--- config.mk ---
export PLATFORM = sky130hd
export DESIGN_NAME = utf16_to_utf8_transcoder
export DESIGN_NICKNAME = d
export VERILOG_FILES = /design/src/sv/utt_pkg.sv /design/src/sv/utt_front.sv /design/src/sv/utt_queue.sv /design/src/sv/utt_back.sv /design/src/sv/utf16_to_utf8_transcoder.sv
export SDC_FILE = /design/constraint.sdc
export NUM_CORES = 1
export LEC_CHECK = 0
export BUFFER_PORTS_ARGS = -buffer_cell sky130_fd_sc_hd__clkbuf_2
export CORE_ASPECT_RATIO = 1.25
export CORE_MARGIN = 5
export CORE_UTILIZATION = 61
export CTS_BUF_LIST = sky130_fd_sc_hd__clkbuf_8
export CTS_CLUSTER_SIZE = 16
export DETAILED_ROUTE_END_ITERATION = 7
export GPL_TIMING_DRIVEN = 0
export HOLD_SLACK_MARGIN = 0.08
export PLACE_DENSITY_LB_ADDON = 0.2
export SYNTH_ARGS = -nofsm -noshare
export SYNTH_HDL_FRONTEND = slang
export SYNTH_SLANG_ARGS = --single-unit
--- constraint.sdc ---
create_clock -name i_clk -period 5.7 [get_ports i_clk]
set_clock_uncertainty 0.2 [all_clocks]
set_input_delay 0.57 -clock i_clk [delete_from_list [all_inputs] [get_ports i_clk]]
set_output_delay 0.57 -clock i_clk [all_outputs]
set_load 0.02 [all_outputs]
--- src/sv/utt_pkg.sv ---
// Shared types, constants and status codes of the UTF-16 to UTF-8 transcoder.
package utt_pkg;

    localparam int CAPACITY_MAX = 4096;
    localparam int CAP_W        = 12;
    localparam int QUEUE_DEPTH  = 4;
    localparam int QUEUE_AW     = $clog2(QUEUE_DEPTH);
    localparam int QUEUE_CW     = $clog2(QUEUE_DEPTH + 1);

    localparam logic [1:0] ST_OK       = 2'd0;
    localparam logic [1:0] ST_ILLEGAL  = 2'd1;
    localparam logic [1:0] ST_TOO_LONG = 2'd2;

    // One queued work record: up to four UTF-8 bytes and an optional closing beat.
    typedef struct packed {
        logic [3:0][7:0] data;
        logic [2:0]      n_data;
        logic            has_tail;
        logic [1:0]      tail_status;
    } t_cmd;

endpackage

--- src/sv/utt_front.sv ---
// Front end: accepts code units, tracks surrogate and string state, builds work records.
module utt_front (
    input  logic                        i_clk,
    input  logic                        i_rst_n,
    input  logic                        i_valid,
    output logic                        o_stall,
    input  logic [15:0]                 i_code_unit,
    input  logic                        i_end_of_input,
    input  logic [utt_pkg::CAP_W-1:0]   i_capacity,
    input  logic                        i_full,
    output logic                        o_push,
    output utt_pkg::t_cmd               o_cmd
);
    import utt_pkg::*;

    logic [9:0]       r_pending_high, n_pending_high;
    logic             r_pending_valid, n_pending_valid;
    logic [CAP_W-1:0] r_bytes_written, n_bytes_written;
    logic             r_discarding, n_discarding;

    logic        accept;
    logic        ends;
    logic        is_high;
    logic        is_low;
    logic        have_cp;
    logic        err_illegal;
    logic [20:0] cp;
    logic [2:0]  len;
    logic [CAP_W:0] cap;
    logic [CAP_W:0] room;
    logic        too_long;

    assign o_stall = i_full;
    assign accept  = i_valid && !i_full;
    assign ends    = (i_code_unit == 16'd0) || i_end_of_input;
    assign is_high = (i_code_unit & 16'hfc00) == 16'hd800;
    assign is_low  = (i_code_unit & 16'hfc00) == 16'hdc00;

    // Classify the unit and form the code point it completes, if any.
    always_comb begin
        have_cp     = 1'b0;
        err_illegal = 1'b0;
        cp          = {5'd0, i_code_unit};
        if (r_pending_valid) begin
            if (is_low) begin
                have_cp = 1'b1;
                cp      = {1'b0, r_pending_high, i_code_unit[9:0]} + 21'h10000;
            end else begin
                err_illegal = 1'b1;
            end
        end else if (i_code_unit == 16'd0) begin
            have_cp = 1'b0;
        end else if (is_high) begin
            err_illegal = i_end_of_input;
        end else begin
            have_cp = 1'b1;
        end
    end

    always_comb begin
        if (cp <= 21'h7f) begin
            len = 3'd1;
        end else if (cp <= 21'h7ff) begin
            len = 3'd2;
        end else if (cp <= 21'hffff) begin
            len = 3'd3;
        end else begin
            len = 3'd4;
        end
    end

    // Capacity check against the bytes already written in this string.
    always_comb begin
        cap      = ({1'b0, i_capacity} < CAPACITY_MAX[CAP_W:0])
                   ? {1'b0, i_capacity} : CAPACITY_MAX[CAP_W:0];
        room     = (cap > {1'b0, r_bytes_written})
                   ? cap - {1'b0, r_bytes_written} : '0;
        too_long = room < {{(CAP_W - 2){1'b0}}, len};
    end

    // Build the work record and the next state.
    always_comb begin
        n_pending_high  = r_pending_high;
        n_pending_valid = r_pending_valid;
        n_bytes_written = r_bytes_written;
        n_discarding    = r_discarding;
        o_push          = 1'b0;
        o_cmd           = '0;
        unique case (len)
            3'd1: begin
                o_cmd.data[0] = cp[7:0];
            end
            3'd2: begin
                o_cmd.data[0] = {3'b110, cp[10:6]};
                o_cmd.data[1] = {2'b10, cp[5:0]};
            end
            3'd3: begin
                o_cmd.data[0] = {4'b1110, cp[15:12]};
                o_cmd.data[1] = {2'b10, cp[11:6]};
                o_cmd.data[2] = {2'b10, cp[5:0]};
            end
            default: begin
                o_cmd.data[0] = {5'b11110, cp[20:18]};
                o_cmd.data[1] = {2'b10, cp[17:12]};
                o_cmd.data[2] = {2'b10, cp[11:6]};
                o_cmd.data[3] = {2'b10, cp[5:0]};
            end
        endcase

        if (accept) begin
            if (r_discarding) begin
                // Drop units until the string ends.
                n_discarding = !ends;
            end else if (err_illegal || (have_cp && too_long)) begin
                o_push            = 1'b1;
                o_cmd.n_data      = 3'd0;
                o_cmd.has_tail    = 1'b1;
                o_cmd.tail_status = err_illegal ? ST_ILLEGAL : ST_TOO_LONG;
                n_pending_high    = '0;
                n_pending_valid   = 1'b0;
                n_bytes_written   = '0;
                n_discarding      = !ends;
            end else if (have_cp) begin
                o_push            = 1'b1;
                o_cmd.n_data      = len;
                o_cmd.has_tail    = i_end_of_input;
                o_cmd.tail_status = ST_OK;
                n_pending_high    = '0;
                n_pending_valid   = 1'b0;
                n_bytes_written   = i_end_of_input ? '0
                                    : r_bytes_written + {{(CAP_W - 3){1'b0}}, len};
            end else if (i_code_unit == 16'd0) begin
                o_push            = 1'b1;
                o_cmd.n_data      = 3'd0;
                o_cmd.has_tail    = 1'b1;
                o_cmd.tail_status = ST_OK;
                n_pending_high    = '0;
                n_pending_valid   = 1'b0;
                n_bytes_written   = '0;
            end else begin
                // Hold the high surrogate for the next unit.
                n_pending_high  = i_code_unit[9:0];
                n_pending_valid = 1'b1;
            end
        end
    end

    always_ff @(posedge i_clk) begin
        if (!i_rst_n) begin
            r_pending_high  <= '0;
            r_pending_valid <= 1'b0;
            r_bytes_written <= '0;
            r_discarding    <= 1'b0;
        end else begin
            r_pending_high  <= n_pending_high;
            r_pending_valid <= n_pending_valid;
            r_bytes_written <= n_bytes_written;
            r_discarding    <= n_discarding;
        end
    end

endmodule

--- src/sv/utt_queue.sv ---
// Short queue of work records between the front and back ends.
module utt_queue (
    input  logic          i_clk,
    input  logic          i_rst_n,
    input  logic          i_push,
    input  utt_pkg::t_cmd i_cmd,
    output logic          o_full,
    input  logic          i_pop,
    output logic          o_empty,
    output utt_pkg::t_cmd o_cmd
);
    import utt_pkg::*;

    t_cmd                r_mem [QUEUE_DEPTH];
    logic [QUEUE_AW-1:0] r_wr_ptr, n_wr_ptr;
    logic [QUEUE_AW-1:0] r_rd_ptr, n_rd_ptr;
    logic [QUEUE_CW-1:0] r_count, n_count;
    logic                do_push;
    logic                do_pop;

    assign o_full  = r_count == QUEUE_DEPTH[QUEUE_CW-1:0];
    assign o_empty = r_count == '0;
    assign o_cmd   = r_mem[r_rd_ptr];
    assign do_push = i_push && !o_full;
    assign do_pop  = i_pop && !o_empty;

    always_comb begin
        n_wr_ptr = do_push ? r_wr_ptr + QUEUE_AW'(1) : r_wr_ptr;
        n_rd_ptr = do_pop ? r_rd_ptr + QUEUE_AW'(1) : r_rd_ptr;
        n_count  = r_count;
        if (do_push && !do_pop) begin
            n_count = r_count + QUEUE_CW'(1);
        end else if (do_pop && !do_push) begin
            n_count = r_count - QUEUE_CW'(1);
        end
    end

    always_ff @(posedge i_clk) begin
        if (do_push) begin
            r_mem[r_wr_ptr] <= i_cmd;
        end
    end

    always_ff @(posedge i_clk) begin
        if (!i_rst_n) begin
            r_wr_ptr <= '0;
            r_rd_ptr <= '0;
            r_count  <= '0;
        end else begin
            r_wr_ptr <= n_wr_ptr;
            r_rd_ptr <= n_rd_ptr;
            r_count  <= n_count;
        end
    end

endmodule

--- src/sv/utt_back.sv ---
// Back end: walks each work record and drives one output beat per cycle while the output is not stalled.
module utt_back (
    input  logic          i_clk,
    input  logic          i_rst_n,
    input  logic          i_empty,
    input  utt_pkg::t_cmd i_cmd,
    output logic          o_pop,
    output logic          o_valid,
    input  logic          i_stall,
    output logic [7:0]    o_out_byte,
    output logic [1:0]    o_status,
    output logic          o_end_of_string
);
    import utt_pkg::*;

    logic       r_valid, n_valid;
    logic [7:0] r_byte;
    logic [1:0] r_status;
    logic       r_eos;
    logic [2:0] r_idx, n_idx;
    logic       advance;
    logic       load;
    logic [2:0] beats;
    logic       is_data;
    logic       last;

    assign advance = !r_valid || !i_stall;
    assign load    = advance && !i_empty;
    assign beats   = i_cmd.n_data + {2'b00, i_cmd.has_tail};
    assign is_data = r_idx < i_cmd.n_data;
    assign last    = r_idx == beats - 3'd1;
    assign o_pop   = load && last;

    always_comb begin
        n_valid = r_valid;
        n_idx   = r_idx;
        if (advance) begin
            n_valid = !i_empty;
        end
        if (load) begin
            n_idx = last ? 3'd0 : r_idx + 3'd1;
        end
    end

    always_ff @(posedge i_clk) begin
        if (load) begin
            r_byte   <= is_data ? i_cmd.data[r_idx[1:0]] : 8'd0;
            r_status <= is_data ? ST_OK : i_cmd.tail_status;
            r_eos    <= !is_data;
        end
    end

    always_ff @(posedge i_clk) begin
        if (!i_rst_n) begin
            r_valid <= 1'b0;
            r_idx   <= '0;
        end else begin
            r_valid <= n_valid;
            r_idx   <= n_idx;
        end
    end

    assign o_valid         = r_valid;
    assign o_out_byte      = r_byte;
    assign o_status        = r_status;
    assign o_end_of_string = r_eos;

endmodule

--- src/sv/utf16_to_utf8_transcoder.sv ---
// UTF-16 to UTF-8 transcoder: front end, work queue, back end and capacity register.
// The first beat of a unit's results is written to the queue, then to the output register.
// Throughput: one unit per cycle is accepted while the four-entry queue has room; the back
// end sends one byte per cycle while not stalled, so the sustained rate depends on the
// number of beats each unit causes. Reset (synchronous, active low) empties the queue
// and output, clears surrogate and string state, and sets the capacity to 1024.
module utf16_to_utf8_transcoder (
    input  logic        i_clk,
    input  logic        i_rst_n,
    // Input channel
    input  logic        i_valid,
    output logic        o_stall,
    input  logic [15:0] i_code_unit,
    input  logic        i_end_of_input,
    // Output channel
    output logic        o_valid,
    input  logic        i_stall,
    output logic [7:0]  o_out_byte,
    output logic [1:0]  o_status,
    output logic        o_end_of_string,
    // Configuration write channel: output capacity in bytes
    input  logic        i_cfg_valid,
    output logic        o_cfg_ready,
    input  logic [11:0] i_cfg_data
);
    import utt_pkg::*;

    logic [CAP_W-1:0] r_output_capacity;
    logic             push;
    logic             pop;
    logic             full;
    logic             empty;
    t_cmd             front_cmd;
    t_cmd             head_cmd;

    // The capacity register takes a beat in every cycle.
    assign o_cfg_ready = 1'b1;

    always_ff @(posedge i_clk) begin
        if (!i_rst_n) begin
            r_output_capacity <= CAP_W'(1024);
        end else if (i_cfg_valid && o_cfg_ready) begin
            r_output_capacity <= i_cfg_data;
        end
    end

    // Front end: classify each unit, update string state, queue its beats.
    utt_front u_front (
        .i_clk          (i_clk),
        .i_rst_n        (i_rst_n),
        .i_valid        (i_valid),
        .o_stall        (o_stall),
        .i_code_unit    (i_code_unit),
        .i_end_of_input (i_end_of_input),
        .i_capacity     (r_output_capacity),
        .i_full         (full),
        .o_push         (push),
        .o_cmd          (front_cmd)
    );

    // Decouple the two ends so each stalls on its own.
    utt_queue u_queue (
        .i_clk   (i_clk),
        .i_rst_n (i_rst_n),
        .i_push  (push),
        .i_cmd   (front_cmd),
        .o_full  (full),
        .i_pop   (pop),
        .o_empty (empty),
        .o_cmd   (head_cmd)
    );

    // Back end: serialize bytes and the closing beat into the output register.
    utt_back u_back (
        .i_clk           (i_clk),
        .i_rst_n         (i_rst_n),
        .i_empty         (empty),
        .i_cmd           (head_cmd),
        .o_pop           (pop),
        .o_valid         (o_valid),
        .i_stall         (i_stall),
        .o_out_byte      (o_out_byte),
        .o_status        (o_status),
        .o_end_of_string (o_end_of_string)
    );

endmodule

Word-level counts from Yosys, hierarchy flattened:

Memory sizes are Yosys's and may differ from the RTL's. A register that Yosys moved wholly into a read port is not among the register bits.
Cells that the tools add are included.

* $add $sub $neg: 10
* $lt $le $gt $ge: 7
* equality and inequality tests: 7
* multiplexer cells: 50
* bitwise gates (word level): 1
* reductions and logical operators: 27

Operators by type and width (number)
* $mux W12: 4
* $pmux W8 S3: 2
* $mux W21: 2
* $mux W10: 3
* $mux W6: 4
* $add A20 B17 Y21 const B: 1
* $le A21 B11 Y1 const B: 1
* $le A21 B16 Y1 const B: 1
* $le A21 B7 Y1 const B: 1
* $mux W3: 7
* $mux W1: 20
* $bmux W8 S2: 1
* $logic_not A16 Y1: 1
* $mux W8: 2
* $pmux W8 S2: 1
* $lt A13 B3 Y1: 1
* $mux W13: 1
* $sub A12 B12 Y13: 1
* $add A12 B3 Y12: 1
* $eq A6 B6 Y1 const B: 2
* $gt A12 B12 Y1: 1
* $logic_and A1 B1 Y1: 8
* $logic_not A1 Y1: 8
* $add A3 B1 Y3 const B: 2
* 19 further kinds: 26

* register bits after elaboration: 58
* memory bits (writable): 152
* memories: 1

Memory list
* u_queue.r_mem: words 4, bits a word 38, rd ports 1, clocked after memory_dff 1, wr ports 1, line utt_queue.sv:14 `t_cmd r_mem [QUEUE_DEPTH];`

Depth between registers and ports, before layout:

Gate-level depths: netlist (run 1).

* depth in word-level cells: 18
* gate-level depth with buffers: 17
* depth with buffers taken out: 15

Cells and area by module:

Synthesis (run 1) repeated with hierarchy kept, for this count alone.

* cells, all modules: 732
* area, all modules: 10104.7 um^2

Modules (own cells, without submodules)
* utt_queue: times used 1, cells an instance 246, area each 5980.7 um^2, sequential area each 4744.6 um^2
* utt_front: times used 1, cells an instance 379, area each 2753.9 um^2, sequential area each 480.5 um^2
* utt_back: times used 1, cells an instance 67, area each 910.9 um^2, sequential area each 410.4 um^2
* utf16_to_utf8_transcoder: times used 1, cells an instance 40, area each 459.2 um^2, sequential area each 240.2 um^2

Worst setup path after synthesis (run 1):

OpenSTA, ideal clock, no wires.

* path type: register to register
* from: register (tool-made name)
* to: register u_queue.r_count[2]
* setup time: 70 ps
* arrival time: 3699 ps
* required time: 5430 ps
* path slack: 1730 ps
* stages on the path, launching flop included: 17
* path buffers: 2
* period minus slack after synthesis: 3970 ps
* path through: dfxtp_1 clkbuf_1 buf_1 mux4_2 inv_1 ha_1 ha_1 xor2_1 nand3_1 nor2_1 inv_1 ha_1 inv_1 fa_1 xor2_1 or3_1 a21oi_1

RTL lines
* end signal, assigned: line utt_queue.sv:52 `r_count <= n_count;`
* end, declared: line utt_queue.sv:17 `logic [QUEUE_CW-1:0] r_count, n_count;`

==> results.yml, run 1 <==
setup_path:
  crit_path_max_incr_delay_ns: 0.66
  cp_top_family: "simple AND/OR/NAND/NOR gates"
  r2r-end: "u_queue.r_mem[3][1]"
  required_ns: 5.68
  critPathLaunchType: "flop"
  crit_buf_inv: 1
  reg2reg_depth: 13
  critPathSlowestCell: "nor4_1"
  r2r_start: "u_front.r_pending_high[6]"
  cp_data_arrival_time_ns: 4.95
  critPathLaunch: "u_front.r_pending_high[6]"
  crit_fanout: 10
  r2r_setup_slack_ns: 0.74
  end_kind: "flop"
  path_cells: "ha_1 > and3b_1 > o211ai_1 > nand2_1 > clkbuf_1 > nand2_1 > ha_1 > o21ai_0 > and4_1 > nand4_1 > nor4_1 > a21boi_1 > nor4_1"
  critPathKind: "flop to flop"
yosys:
  synth_nets: 801
  synth_async_sr_flop_share: 0
  synth_ff_type: "edfxtp_1"
  yosysSeqAreaShare: 0.584
  ys_ff_latch: 200
  netlist_top_cells_count: "edfxtp_1 (151), nor2_1 (68), nand2_1 (55)"
  synth_area_leaders: "edfxtp_1 (48%), dfxtp_1 (10%), mux4_2 (10%)"
  netlist_instances: 738
  synth_area_leader_cell: "edfxtp_1"
  syn_avg_cell_area_um2: 12.8
  synth.top_cell.area_share: 0.480
  post-synth-top-count-cell: "edfxtp_1"
  synth.distinct_cells: 71
  syn_area_um2: 9450
  synth_edf_count: 151
  ys_warn_count: 0
clocking:
  root_buffer: "clkbuf_8"
  worst_skew_pair.late_latency_ns: 0.47
  ctsHoldBuffers: 0
  cts_buffers: 17
  clkTransAtPathRegs_ns: 0.09
  cts_tree: "done"
  clock_path_buffers: 2
  cts.repair.resized: 0
  post_cts_buffers: 0
  htree_levels: 4
  cts_sinks: 200
detailed_routing:
  drc: 0
  ant_nets: 0
  num_vias: 6431
  wl_per_cell_um: 21.9
  drt_wl_total_mm: 22.5
  drtPass1Iterations: 5
  avgViaCountPerCell: 6.27
  drt_iter0_drc: 728
  wl_met3_mm: 1.46
  wl_met2_mm: 11.9
  top_layer: "met4"
  wirelength_met1_mm: 8.60
placed_design:
  gp_congestion: 0.944
  dp_hpwl_mm: 16.4
  dp.cells: 996
  place_area_um2: 10000
  io_buffers: 45
pwr:
  p_leak_nw: 3.64
  p_sw_w: 0.00119
  internal_power_w: 0.00260
  pwr-share-seq: 0.489
  ir_worst_vdd_mv: 0.176
  power_frac_comb: 0.298
  clkPwrFrac: 0.213
  power.density_nw_per_um2: 365
  p_sw_frac: 0.313
finish:
  final_cell_area_um2: 10400
  num-nets-final: 870
  fillers: 1073
  final_util: 0.688
  antenna_cells: 0
  area_growth_pct: 9.81
  stdcell_count: 1026
  layout-drive-gt1-share: 0.174
floorplan:
  start_util: 0.627
  die_h_um: 149
  die_w_um: 121
  core.rowCount: 50
  ios: 48
  core_um2: 15100
  die-area_um2: 18100
sta:
  fin_crit_ns: 4.96
  setup_violations: 0
  worst_slew_pin_slew_ns: 1.08
  timing.setup.tns_ns: 0
  rsz0062_at_grt: "false"
  whs_ns: 0.114
  maxSlewViolCount: 0
  relSlewSlack: 0.283
  final_hold_viol_count: 0
  period_share: 0.871
  clock.fmax_mhz: 202
run:
  cap_violations: 0
min_path:
  hold_path.class: "input port to flop"
  holdPathEnd: "r_output_capacity[10]"
  worstHoldStart: "i_cfg_data[10]"
  hold_depth: 3
outcome:
  status: "finished, final reports clean"
grt:
  antenna_found_initial: 0
  grt_pass1_wl_mm: 35.7
  globalRouteOverflowTotal: 0
  grt_max_degree: 25
  track_usage: 0.262
  grt_pass1_vias: 6466
-- sequential cells by signal, indices dropped and copies added, names as in the netlist, 3 cells and up, named ones only --
register,flops
r_output_capacity,12
u_back.o_out_byte,8
u_front.r_pending_high,10
u_queue.r_mem,140
u_front.r_bytes_written,12
u_back.r_idx,3
u_queue.r_count,3
-- worst reg2reg max path: stages (launching register included) --
cell      delay, ns
dfxtp_1        0.38
ha_1           0.27
and3b_1        0.22
o211ai_1       0.54
nand2_1        0.36
clkbuf_1       0.33
nand2_1        0.25
ha_1           0.30
o21ai_0        0.22
and4_1         0.21
nand4_1        0.09
nor4_1         0.38
a21boi_1       0.26
nor4_1         0.66
-- logic make-up after synthesis --
logic type	after synthesis	share of synthesized area
multiplexers	58	0.117
AND/OR/NAND/NOR	233	0.120
adder cells (fa/ha/maj)	31	0.0429
flip-flops	200	0.584
AO/OA/AOI/OAI	130	0.0930
other	1	0.000397
XOR/XNOR	15	0.0139
buffers and inverters	70	0.0289
-- through the flow --
stage / setup slack, ns / power [W]
2_1_floorplan: 1.73 / 0.00266
3_3_place_gp: 0.528 / 0.00293
3_5_place_dp: 0.471 / 0.00302
4_1_cts: 0.781 / 0.00382
5_1_grt: 0.557 / 0.00399
6_report: 0.737 / 0.00379
-- layout by cell type (no fill, tap or decap), types with 8 or more instances in the layout --
cell type  count
mux2i_1       15
a22oi_1       12
and3_1         8
dfxtp_1       49
nand2_1       55
a31oi_1       12
clkbuf_2      45
nand3_1       25
a21oi_1       26
clkbuf_8      17
nor3_1        11
o21ai_0       23
clkbuf_1      25
ha_1          26
nor2_1        68
xor2_1         8
nor2b_1       16
edfxtp_1     151
mux4_2        42
inv_1         32
-- worst max path at each step --
stage / to / slack (ns) / cells after the start
6_report: u_queue.r_mem[3][1] / 0.74 / 13
5_1_grt: u_queue.r_mem[3][1] / 0.56 / 15
4_1_cts: u_queue.r_mem[3][1] / 0.78 / 15
3_5_place_dp: u_queue.r_mem[1][1] / 0.47 / 13
3_3_place_gp: u_queue.r_mem[2][1] / 0.53 / 13
2_1_floorplan: u_queue.r_count[2] / 1.73 / 16
-- area by class of cell --
cell class,count,area (µm²),area share
buffer,35,141,0.0136
clock buffer,17,234,0.0225
inverter,35,131,0.0127
multi-input combinational,468,3670,0.354
sequential,200,5520,0.532
clock inverter,13,104,0.0100
timing repair buffer,50,320,0.0309
tap,208,260,0.0251
-- layer usage --
metal	vias up	track usage
li1	2932	-
met5	-	0
met3	38	0.0542
met1	3175	0.327
met4	0	0.0774
met2	286	0.459
-- power by group through the flow --
stage / Combinational, W / Clock (W) / Sequential [W]
final: 0.00113 / 0.000806 / 0.00185
after global routing: 0.00123 / 0.000887 / 0.00187
after CTS: 0.00114 / 0.000823 / 0.00185
after detailed placement: 0.00113 / 0 / 0.00189
after global placement: 0.00105 / 0 / 0.00188
after floorplan: 0.000725 / 0 / 0.00193
Power figures use the tool's default switching activity.
==> run 2, diff against run 1 <==
MAX_ROUTING_LAYER = met4   (was default)
==> results.yml, run 2 (synthesized netlist as in run 1, its figures left out) <==
detailed_routing:
  drt_wl_total_mm: 22.3
  drt_iter0_drc: 513
  ant_nets: 0
  num_vias: 6372
  drtPass1Iterations: 5
  avgViaCountPerCell: 6.20
  drc: 0
  wl_per_cell_um: 21.7
clocking:
  post_cts_buffers: 0
  clock_path_buffers: 2
  root_buffer: "clkbuf_8"
  cts_sinks: 200
  worst_skew_pair.late_latency_ns: 0.47
  cts_tree: "done"
  htree_levels: 4
  clkTransAtPathRegs_ns: 0.11
  cts.repair.resized: 0
  cts_buffers: 17
  ctsHoldBuffers: 0
floorplan:
  ios: 48
  start_util: 0.627
  core_um2: 15100
  die-area_um2: 18100
  core.rowCount: 50
  die_w_um: 121
  die_h_um: 149
sta:
  rsz0062_at_grt: "false"
  fin_crit_ns: 5.11
  worst_slew_pin_slew_ns: 1.12
  whs_ns: 0.120
  clock.fmax_mhz: 196
  setup_violations: 0
  layout_setup_ws_ns: 0.586
  maxSlewViolCount: 0
  timing.setup.tns_ns: 0
  period_share: 0.897
  final_hold_viol_count: 0
  relSlewSlack: 0.251
placed_design:
  gp_congestion: 0.964
  dp_hpwl_mm: 16.0
  dp.cells: 996
  io_buffers: 45
  dp_slack_ns: 0.390
pwr:
  ir_worst_vdd_mv: 0.230
  p_leak_nw: 3.67
  power.density_nw_per_um2: 372
finish:
  mostFrequentLayoutCells: "edfxtp_1 (151), nor2_1 (68), nand2_1 (55)"
  largest_reg_flops: 140
  final_common_cell: "edfxtp_1"
  layout-drive-gt1-share: 0.182
  top_register: "u_queue.r_mem"
  reg_top3: "u_queue.r_mem: 140 flops, r_output_capacity: 12 flops, u_front.r_bytes_written: 12 flops"
  stdcell_count: 1028
  fillers: 1096
  antenna_cells: 0
  num-nets-final: 870
  area_growth_pct: 10.5
grt:
  grt_max_degree: 32
  grt_pass1_wl_mm: 35.5
  track_usage: 0.268
  globalRouteOverflowTotal: 0
  antenna_found_initial: 0
  grt_pass1_vias: 6534
setup_path:
  critPathLaunch: "u_front.r_pending_high[6]"
  required_ns: 5.67
  r2r_start: "u_front.r_pending_high[6]"
  cp_data_arrival_time_ns: 5.09
  critPathKind: "flop to flop"
  end_kind: "flop"
  reg2reg_depth: 13
  critPathLaunchType: "flop"
  crit_fanout: 10
min_path:
  hold_path.class: "input port to flop"
  hold_depth: 3
  worstHoldStart: "i_cfg_data[10]"
run:
  cap_violations: 0
outcome:
  status: "finished, final reports clean"
## run 2: cell count changes in the layout (fill, tap and decap cells not counted), sizes merged
cell	previous run	this run
inv	37	41
clkinv	8	6
## run 2: through the flow
step | cell area (µm²) | util | power, W
2_1_floorplan | 9450 | - | 0.00266
3_3_place_gp | 9930 | 0.659 | 0.00294
3_5_place_dp | 10000 | 0.666 | 0.00303
4_1_cts | 10400 | 0.693 | 0.00391
5_1_grt | 10400 | 0.693 | 0.00408
6_report | 10400 | 0.693 | 0.00389
## run 2: final cells by class
| cell class | instances | area, µm² | area share |
|---|---|---|---|
| Clock buffer | 17 | 234 | 0.0224 |
| Multi-Input combinational cell | 468 | 3670 | 0.351 |
| Clock inverter | 15 | 170 | 0.0163 |
| Buffer | 35 | 141 | 0.0135 |
| Timing Repair Buffer | 50 | 320 | 0.0307 |
| Sequential cell | 200 | 5520 | 0.528 |
| Inverter | 35 | 131 | 0.0126 |
| Tap cell | 208 | 260 | 0.0249 |
## run 2: worst paths after layout
check | slack [ns] | endpoint
worst max-delay path | 0.59 | u_queue.r_mem[0][1]
worst min-delay path | 0.12 | r_output_capacity[10]
worst max register to register | 0.59 | u_queue.r_mem[0][1]
worst min register to register | 0.30 | u_back.o_valid
## run 2: metal layers
layer | track usage | up-vias | part of all wire
met5 | - | - | 0
li1 | - | 2937 | -
met1 | 0.324 | 3195 | 0.39
met3 | 0.0474 | 29 | 0.058
met2 | 0.459 | 211 | 0.53
met4 | 0.0880 | 0 | 0.022
## run 2: where the power goes
group | switching (W) | internal, W | leakage (nW)
clock | 0.000530 | 0.000371 | 0.200
sequential | 0.0000634 | 0.00179 | 1.80
combinational | 0.000654 | 0.000477 | 1.68
total | 0.00125 | 0.00264 | 3.67
## run 2: worst max-delay path: stages, from the launching register on
cell and delay [ns]:
dfxtp_1 0.38, ha_1 0.27, and3b_1 0.22, o211ai_1 0.56
nand2_1 0.36, clkbuf_1 0.34, nand2_1 0.24, ha_1 0.30
o21ai_0 0.20, and4_1 0.22, nand4_1 0.10, nor4_1 0.46
a21boi_1 0.30, nor4_1 0.69
==> run 3, diff against run 2 <==
REMOVE_ABC_BUFFERS = 1   (was default)
==> results.yml, run 3 (synthesized netlist as in run 1, its figures left out) <==
sta:
  period_share: 0.941
  worst_slew_pin_slew_ns: 0.970
  setup_violations: 0
  maxSlewViolCount: 0
  final_hold_viol_count: 0
  relSlewSlack: 0.352
  fin_crit_ns: 5.36
  rsz0062_at_grt: "false"
  timing.setup.tns_ns: 0
  clock.fmax_mhz: 186
finish:
  seqCellArea_um2: 5520
  layout-drive-gt1-share: 0.190
  final_common_cell: "edfxtp_1"
  largest_reg_flops: 140
  multiInputGateArea_um2: 3670
  fillers: 1073
  antenna_cells: 0
  reg_top3: "u_queue.r_mem: 140 flops, r_output_capacity: 12 flops, u_front.r_bytes_written: 12 flops"
  num-nets-final: 840
  top_register: "u_queue.r_mem"
  mostFrequentLayoutCells: "edfxtp_1 (151), nor2_1 (68), nand2_1 (55)"
  final_util: 0.687
  area_growth_pct: 9.67
floorplan:
  die_w_um: 121
  ios: 48
  core_um2: 15100
  start_util: 0.627
  die-area_um2: 18100
  die_h_um: 149
  core.rowCount: 50
clocking:
  cts_sinks: 200
  cts_buffers: 17
  root_buffer: "clkbuf_8"
  ctsHoldBuffers: 0
  cts_tree: "done"
  post_cts_buffers: 0
  worst_skew_pair.late_latency_ns: 0.47
  clkTransAtPathRegs_ns: 0.10
  cts.repair.resized: 0
  clock_path_buffers: 2
  htree_levels: 4
setup_path:
  crit_path_max_incr_delay_ns: 0.79
  critPathSlowestCell: "nor4_1"
  path_cells: "nand4_2 > o41ai_2 > o211ai_1 > nor2_2 > nand2_1 > nand2_1 > ha_1 > o21ai_0 > and4_1 > nand4_1 > nor4_1 > a21boi_1 > nor4_1"
  cp_top_family: "simple AND/OR/NAND/NOR gates"
  crit_fanout: 14
  cp_data_arrival_time_ns: 5.32
  end_kind: "flop"
  critPathLaunchType: "flop"
  critPathKind: "flop to flop"
  required_ns: 5.65
  crit_buf_inv: 0
detailed_routing:
  drt_wl_total_mm: 21.1
  drt_iter0_drc: 598
  wl_per_cell_um: 21.2
  avgViaCountPerCell: 6.29
  drc: 0
  num_vias: 6281
  drtPass1Iterations: 6
  ant_nets: 0
run:
  cap_violations: 0
placed_design:
  dp_hpwl_mm: 14.5
  gp_congestion: 0.928
  io_buffers: 46
grt:
  antenna_found_initial: 0
  grt_pass1_wl_mm: 33.6
  globalRouteOverflowTotal: 0
  grt_pass1_vias: 6398
  grt_max_degree: 45
  track_usage: 0.252
pwr:
  ir_worst_vdd_mv: 0.175
  power.density_nw_per_um2: 370
  p_leak_nw: 3.64
min_path:
  hold_path.class: "input port to flop"
outcome:
  status: "finished, final reports clean"
-- run 3: cell count changes in the layout (fill, tap and decap cells not counted), moves of 3 or more --
cell / delta
clkinvlp_4: +5
buf_1: -6
clkinv_4: -4
inv_8: -3
clkbuf_1: -25
-- run 3: report_power, final --
group	leakage, nW	switching [W]	total [W]	internal (W)
combinational	1.66	0.000586	0.00107	0.000482
sequential	1.80	0.000118	0.00191	0.00179
clock	0.179	0.000488	0.000860	0.000372
total	3.64	0.00119	0.00384	0.00265
-- run 3: final cells by class --
cell class,instances,share of cell area
Multi-Input combinational cell,468,0.354
Clock buffer,19,0.0252
Tap cell,208,0.0251
Sequential cell,200,0.532
Inverter,35,0.0127
Timing Repair Buffer,55,0.0386
Clock inverter,13,0.0117
-- run 3: worst min-delay path, delay by kind of cell --
kind	cells	cell delay [ns]
AND/OR/NAND/NOR	1	0.06
buffers and inverters	1	0.08
multiplexers	1	0.06
-- run 3: worst paths after layout --
path / from / endpoint / slack [ns] / cells past startpoint
max reg2reg: u_front.r_pending_valid / u_queue.r_mem[3][1] / 0.34 / 13
min reg2reg: r_output_capacity[10] / r_output_capacity[10] / 0.31 / 2
max: u_front.r_pending_valid / u_queue.r_mem[3][1] / 0.34 / 13
min: i_cfg_data[10] / r_output_capacity[10] / 0.11 / 3
-- run 3: routing by layer --
layer	routed length, µm	share of wire	global-route usage
met1	8130	0.38	0.297
met2	11300	0.53	0.427
met3	1040	0.049	0.0489
met4	657	0.031	0.101
met5	0	0	-
-- run 3: through the flow --
stage / setup slack, ns / total power, W / hold slack (ns) / instance area [µm²] / cells
after floorplan: 1.23 / 0.00264 / 0.247 / 9310 / 703
after global placement: 0.258 / 0.00292 / 0.255 / 9800 / 957
after detailed placement: 0.201 / 0.00302 / 0.289 / 9960 / 965
after CTS: 0.433 / 0.00387 / 0.0928 / 10300 / 997
after global routing: 0.0757 / 0.00403 / 0.111 / 10400 / 998
final: 0.335 / 0.00384 / 0.113 / 10400 / 998
